<file path="src/sv/gtpa_pkg.sv">
package gtpa_pkg;

    // Sizes of the accumulator
    localparam int MAX_U_WORDS = 4;
    localparam int MAX_V_WORDS = 4;
    localparam int WORD_BITS   = 64;
    localparam int STORE_DEPTH = WORD_BITS * MAX_U_WORDS * MAX_V_WORDS;

    localparam int UI_W   = $clog2(MAX_U_WORDS);
    localparam int VI_W   = $clog2(MAX_V_WORDS);
    localparam int BIT_W  = $clog2(WORD_BITS);
    localparam int ADDR_W = $clog2(STORE_DEPTH);
    localparam int SIZE_W = 3;

    localparam logic [SIZE_W-1:0] U_WORDS_MAX = SIZE_W'(MAX_U_WORDS);
    localparam logic [SIZE_W-1:0] V_WORDS_MAX = SIZE_W'(MAX_V_WORDS);
    localparam logic [BIT_W-1:0]  BIT_LAST    = BIT_W'(WORD_BITS - 1);
    localparam logic [ADDR_W-1:0] ADDR_LAST   = ADDR_W'(STORE_DEPTH - 1);

    // Configuration register indexes
    localparam logic REG_U_WORDS = 1'b0;
    localparam logic REG_V_WORDS = 1'b1;

    // Request commands
    typedef enum logic [1:0] {
        CMD_ACC = 2'd0,
        CMD_WR  = 2'd1,
        CMD_RD  = 2'd2,
        CMD_NOP = 2'd3
    } cmd_t;

    // Controller states
    typedef enum logic [2:0] {
        ST_CLEAR,
        ST_IDLE,
        ST_DISPATCH,
        ST_ACC,
        ST_DRAIN,
        ST_DONE
    } state_t;

    // Controller to datapath
    typedef struct packed {
        logic load_item;
        logic clr_wr;
        logic acc_rd;
        logic wr_word;
        logic rd_word;
        logic out_load;
    } dp_cmd_t;

    // Datapath to controller
    typedef struct packed {
        logic clr_last;
        logic item_ok;
        cmd_t item_cmd;
        logic acc_last;
        logic out_free;
    } dp_stat_t;

    // Row r, word c sits at r*MAX_V_WORDS + c, row = u_index*WORD_BITS + bit
    function automatic logic [ADDR_W-1:0] acc_addr(
        input logic [UI_W-1:0]  ui,
        input logic [BIT_W-1:0] row,
        input logic [VI_W-1:0]  vi
    );
        acc_addr = {ui, row, vi};
    endfunction

endpackage

</file>
<file path="src/sv/gtpa_ctrl.sv">
module gtpa_ctrl (
    input  logic               clk,
    input  logic               rst_n,
    input  logic               in_valid,
    output logic               in_stall,
    input  gtpa_pkg::dp_stat_t stat,
    output gtpa_pkg::dp_cmd_t  cmd_o,
    output gtpa_pkg::state_t   state
);

    gtpa_pkg::state_t state_reg;
    gtpa_pkg::state_t state_next;

    // State register
    always_ff @(posedge clk or negedge rst_n)
    begin
        if (!rst_n)
        begin
            state_reg <= gtpa_pkg::ST_CLEAR;
        end
        else
        begin
            state_reg <= state_next;
        end
    end

    // Next state
    always_comb
    begin
        state_next = state_reg;
        unique case (state_reg)
            gtpa_pkg::ST_CLEAR:
            begin
                if (stat.clr_last)
                    state_next = gtpa_pkg::ST_IDLE;
            end
            gtpa_pkg::ST_IDLE:
            begin
                if (in_valid)
                    state_next = gtpa_pkg::ST_DISPATCH;
            end
            gtpa_pkg::ST_DISPATCH:
            begin
                if (stat.item_ok && stat.item_cmd == gtpa_pkg::CMD_ACC)
                    state_next = gtpa_pkg::ST_ACC;
                else
                    state_next = gtpa_pkg::ST_DONE;
            end
            gtpa_pkg::ST_ACC:
            begin
                if (stat.acc_last)
                    state_next = gtpa_pkg::ST_DRAIN;
            end
            gtpa_pkg::ST_DRAIN:
            begin
                state_next = gtpa_pkg::ST_DONE;
            end
            gtpa_pkg::ST_DONE:
            begin
                if (stat.out_free)
                    state_next = gtpa_pkg::ST_IDLE;
            end
            default:
            begin
                state_next = gtpa_pkg::ST_IDLE;
            end
        endcase
    end

    // Outputs
    always_comb
    begin
        cmd_o    = '0;
        in_stall = 1'b1;
        unique case (state_reg)
            gtpa_pkg::ST_CLEAR:
            begin
                cmd_o.clr_wr = 1'b1;
            end
            gtpa_pkg::ST_IDLE:
            begin
                in_stall        = 1'b0;
                cmd_o.load_item = in_valid;
            end
            gtpa_pkg::ST_DISPATCH:
            begin
                cmd_o.wr_word = stat.item_ok && stat.item_cmd == gtpa_pkg::CMD_WR;
                cmd_o.rd_word = stat.item_ok && stat.item_cmd == gtpa_pkg::CMD_RD;
            end
            gtpa_pkg::ST_ACC:
            begin
                cmd_o.acc_rd = 1'b1;
            end
            gtpa_pkg::ST_DRAIN:
            begin
                cmd_o = '0;
            end
            gtpa_pkg::ST_DONE:
            begin
                cmd_o.out_load = stat.out_free;
            end
            default:
            begin
                cmd_o = '0;
            end
        endcase
    end

    assign state = state_reg;

endmodule

</file>
<file path="config.mk">
export PLATFORM = sky130hd
export DESIGN_NAME = gtpa_ctrl
export DESIGN_NICKNAME = d
export VERILOG_FILES = /design/src/sv/gtpa_pkg.sv /design/src/sv/gtpa_ctrl.sv
export SDC_FILE = /design/constraint.sdc
export NUM_CORES = 1
export LEC_CHECK = 0
export BUFFER_PORTS_ARGS = -buffer_cell sky130_fd_sc_hd__buf_2
export CORE_AREA = 2 2 39 41
export CTS_CLUSTER_DIAMETER = 40
export CTS_CLUSTER_SIZE = 14
export DETAILED_ROUTE_END_ITERATION = 8
export DIE_AREA = 0 0 41 43
export GPL_ROUTABILITY_DRIVEN = 0
export HOLD_SLACK_MARGIN = 0.08
export REMOVE_ABC_BUFFERS = 1
export SLEW_MARGIN = 15
export SYNTH_ARGS = -nofsm -noshare
export SYNTH_HDL_FRONTEND = slang
export SYNTH_SLANG_ARGS = --single-unit
</file>
<file path="constraint.sdc">
create_clock -name clk -period 2.9 [get_ports clk]
set_input_delay 0.435 -clock clk [delete_from_list [all_inputs] [get_ports clk]]
set_output_delay 0.435 -clock clk [all_outputs]
set_load 0.02 [all_outputs]
</file>
Word-level counts from Yosys, hierarchy flattened
Cells that the tools add are included.
{"block": "classes", "n_eq_ne": 11, "muxes": 12, "reduce_logical": 6}
{"operator": "$pmux W3 S6", "n": 1}
{"operator": "$mux W3", "n": 5}
{"operator": "$ne A2 B2 Y1 const B", "n": 4}
{"operator": "$eq A3 B2 Y1 const B", "n": 2}
{"operator": "$eq A3 B3 Y1 const B", "n": 2}
{"operator": "$mux W1", "n": 5}
{"operator": "$reduce_and A4 Y1", "n": 1}
{"operator": "$eq A3 B1 Y1 const B", "n": 1}
{"operator": "$logic_and A1 B1 Y1", "n": 3}
{"operator": "$logic_not A3 Y1", "n": 1}
{"operator": "$eq A2 B1 Y1 const B", "n": 1}
{"operator": "$eq A2 B2 Y1 const B", "n": 1}
{"operator": "$logic_not A2 Y1", "n": 1}
{"operator": "$mux W2", "n": 1}
{"block": "totals", "reg_bits": 3, "inputBits": 9, "output_inout_bits": 10, "wordCells": 30}

Logic depth before layout (Yosys ltp)
{"block": "depth", "depth_word": 4, "mapped_depth": 4, "mapped_depth_nobuf": 3}

Worst setup path after synthesis
Ideal clock, no wire load.
{"block": "synth_path", "path_kind": "register to output", "from": "reg state_reg[0] (netlist: state[0])", "to": "out cmd_o[2] (netlist bit)", "t_arrival_ns": 1.386, "required_time_ns": 2.465, "slack_ns": 1.079, "path_stages_with_launch": 4, "n_path_buf": 1, "cell_sequence": "dfrtp_1 buf_2 nand4b_1 nor3b_1"}
{"item": "start: declaration", "line": "gtpa_ctrl.sv:11", "text": "gtpa_pkg::state_t state_reg;"}
{"item": "start signal: assignment", "line": "gtpa_ctrl.sv:19", "text": "state_reg <= gtpa_pkg::ST_CLEAR;"}
{"item": "start signal: assignment", "line": "gtpa_ctrl.sv:23", "text": "state_reg <= state_next;"}
{"item": "end: declaration", "line": "gtpa_ctrl.sv:7", "text": "output gtpa_pkg::dp_cmd_t cmd_o,"}

==> impl_metrics.env <==
export IMPL_rsz0062_at_grt="no"
export IMPL_setup_viol=0
export IMPL_vias=287
export IMPL_period_minus_slack_ns=1.80
export IMPL_synth_xor_area_share_pct=0
export IMPL_drive_gt1_share_pct=45.1
export IMPL_power_frac_comb_pct=52.4
export IMPL_fin_skew_ns=0.00426
export IMPL_finalSetupTns_ns=0
export IMPL_clk_latency_ns=0.23
export IMPL_timing_rr_end="state[2]"
export IMPL_cellPowerDensity_nw_per_um2=1000
export IMPL_cts_tree="yes"
export IMPL_min_delay_worst_endpoint="state[0]"
export IMPL_die_w_um=41
export IMPL_totalWireLength_um=635
export IMPL_ioPinCount=19
export IMPL_synthCells=30
export IMPL_yosys_top_cells_area="dfrtp_1 (31%), nor3b_1 (6.2%), nor4b_2 (6.2%)"
export IMPL_drcViolationCount=0
export IMPL_cts_made_buffers=3
export IMPL_synth_area_per_cell_um2=8.13
export IMPL_area_delta_synth_final_pct=54.9
export IMPL_slew_viol_final=0
export IMPL_mappedNetlistArea_um2=244
export IMPL_cp_start_kind="register"
export IMPL_peakVddDrop_mv=0.368
export IMPL_start_util_pct=17.6
export IMPL_post_cts_setup_buffers=0
export IMPL_required_ns=2.47
export IMPL_internal_power_mw=0.191
export IMPL_dieArea_um2=1760
export IMPL_switching_share_pct=49.6
export IMPL_reg2reg_from="state[0]"
export IMPL_cp_arrival_ns=1.37
export IMPL_port_buffers=18
export IMPL_layout_nets=61
export IMPL_seqPwrFrac_pct=28.4
export IMPL_grt_pass1_wl_mm=1.06
export IMPL_max_slew_margin_pct=76.7
export IMPL_path_class="reg2out"
export IMPL_maxCapViolCount=0
export IMPL_coreArea_um2=1380
export IMPL_tightest_slew_ns=0.349
export IMPL_num_rows=14
export IMPL_first_pass_iters=2
export IMPL_ys_seq_area_share_pct=30.8
export IMPL_hold_path_class="in2reg"
export IMPL_clk_root_buffer_cell="clkbuf_4"
export IMPL_synth_seq_cells=3
export IMPL_synth_top_family_by_area="simple AND/OR/NAND/NOR gates"
export IMPL_endpoint_kind="output pin"
export IMPL_dieHeight_um=43
export IMPL_synthAdderAreaFrac_pct=0
export IMPL_max_freq_ghz=0.555
export IMPL_clkTransAtPathRegs_ns=0.03
export IMPL_synth_compound_area_share_pct=16.4
export IMPL_ff2ff_setup_slack_ns=1.57
export IMPL_antenna_left=0
export IMPL_grt_max_degree=13
export IMPL_outcome="complete, no violations"
export IMPL_num_antenna_cells=0
export IMPL_grt_ovfl_total=0
export IMPL_grt_pass1_vias=251
export IMPL_clock_sinks=3
export IMPL_antenna_found_initial=0
export IMPL_critPathTopFamily="flip-flops"
export IMPL_preCtsSetupSlack_ns=1.34
export IMPL_p_leak_nw=0.192
export IMPL_ys_types=23
export IMPL_crit_fanout=12
export IMPL_clk_path_buf_depth=2
export IMPL_ff2ff_path_depth=3
export IMPL_yosys_warnings=0
export IMPL_htreeDepth=1
export IMPL_switchingPower_mw=0.187
export IMPL_yosys_area_top_type_share_pct=30.8
export IMPL_worst_path_buf_inv=1
export IMPL_largest_reg_flops=3
export IMPL_worstHoldPathCells=3
export IMPL_routedWlPerCell_um=9.48
export IMPL_hold_start="stat[5]"
export IMPL_dr_first_iter_drc_count=4
export IMPL_muxShareOfSynthArea_pct=0
export IMPL_period_share_pct=62.2
export IMPL_crit_slowest_cell="dfrtp_1"
export IMPL_path_cells="nand4b_1 > nor3b_1 > buf_2"
export IMPL_synth_simple_area_share_pct=41.5
export IMPL_hold_viol=0
export IMPL_vias_per_cell=4.28
export IMPL_setup_slack_ns=1.10
export IMPL_grtUsageTotal_pct=8.95
export IMPL_p_clk_share_pct=19.2
export IMPL_cpPeakStageDelay_ns=0.49
export IMPL_yosys_area_top_type="dfrtp_1"
-- layer usage --
metal	GRT usage (%)	vias to the layer above	wire length, um
li1	-	150	-
met1	13.3	125	322
met2	10.3	12	265
met3	3.14	0	48
met4	6.00	0	0
met5	0	-	0
-- layout by cell type, fill, tap and decap left out, drive strengths merged, types with 2 or more instances in the layout --
cell type  synthesis  layout
nor3b              2       2
buf                2      18
nor3               2       2
nor2b              2       2
clkbuf             0       4
inv                4       4
o21ai              2       2
dfrtp              3       3
-- power by group through the flow --
stage / clock, mW / sequential (mW) / combinational (mW)
after detailed placement: 0 / 0.107 / 0.199
after global placement: 0 / 0.105 / 0.198
after global routing: 0.0821 / 0.114 / 0.218
final: 0.0727 / 0.107 / 0.198
after floorplan: 0 / 0.119 / 0.112
after CTS: 0.0769 / 0.107 / 0.201
-- worst max-delay path by stage --
stage             start        to  slack (ns)  cells after the start
3_3_place_gp   state[0]  cmd_o[2]        1.37                      3
5_1_grt        state[0]  cmd_o[2]        0.96                      3
4_1_cts        state[0]  cmd_o[2]        1.08                      3
2_1_floorplan  state[0]  cmd_o[2]        1.13                      2
6_report       state[0]  cmd_o[2]        1.10                      3
3_5_place_dp   state[0]  cmd_o[2]        1.34                      3
-- metrics by stage --
stage | hold slack [ns] | util (%) | cells | instance area (um^2) | total power [mW]
2_1_floorplan | 0.139 | - | 28 | 231 | 0.231
3_3_place_gp | 0.235 | 24.7 | 62 | 342 | 0.304
3_5_place_dp | 0.233 | 24.7 | 62 | 342 | 0.306
4_1_cts | 0.474 | 27.3 | 67 | 378 | 0.385
5_1_grt | 0.491 | 27.3 | 67 | 378 | 0.414
6_report | 0.478 | 27.3 | 67 | 378 | 0.378
-- worst reg2reg max path, stage by stage, from the launching register on --
cell and delay [ns]:
dfrtp_1 0.49, nor4b_2 0.37, a2111oi_1 0.09, or2_1 0.25
-- kinds of logic after synthesis --
kind of cell,after synthesis
AND/OR/NAND/NOR,15
flip-flops,3
AO/OA/AOI/OAI,6
buffers and inverters,6
-- synthesized netlist by cell type --
| cell | count |
|---|---|
| buf_2 | 1 |
| and4_1 | 1 |
| nor4b_2 | 1 |
| o21ai_1 | 1 |
| nor3_1 | 2 |
| and2_1 | 1 |
| nand4b_1 | 1 |
| o21ai_0 | 1 |
| nor3b_1 | 2 |
| nand2_1 | 1 |
| or2_1 | 1 |
| a2111oi_1 | 1 |
| inv_1 | 3 |
| nor2_1 | 1 |
| nor2b_1 | 2 |
| o21a_1 | 1 |
| and3_1 | 1 |
| inv_2 | 1 |
| buf_4 | 1 |
| nand3_1 | 1 |
| dfrtp_1 | 3 |
| a211oi_1 | 1 |
| a21oi_1 | 1 |
-- area by class of cell --
class                      instances  area [um^2]
clock buffer                       4         26.3
fill                             161         1010
inverter                           4         15.0
multi-input combinational         21          141
sequential                         3         75.1
tap                               16         20.0
timing repair buffer              19          100
-- timing repair --
| action | CTS | global route |
|---|---|---|
| hold buffers | 1 | 0 |
| endpoints found under the hold margin | 3 | 0 |
| setup endpoints to repair | 0 | 0 |
| resized for setup | 0 | 0 |
No activity file was read; power rests on OpenSTA's default activity.
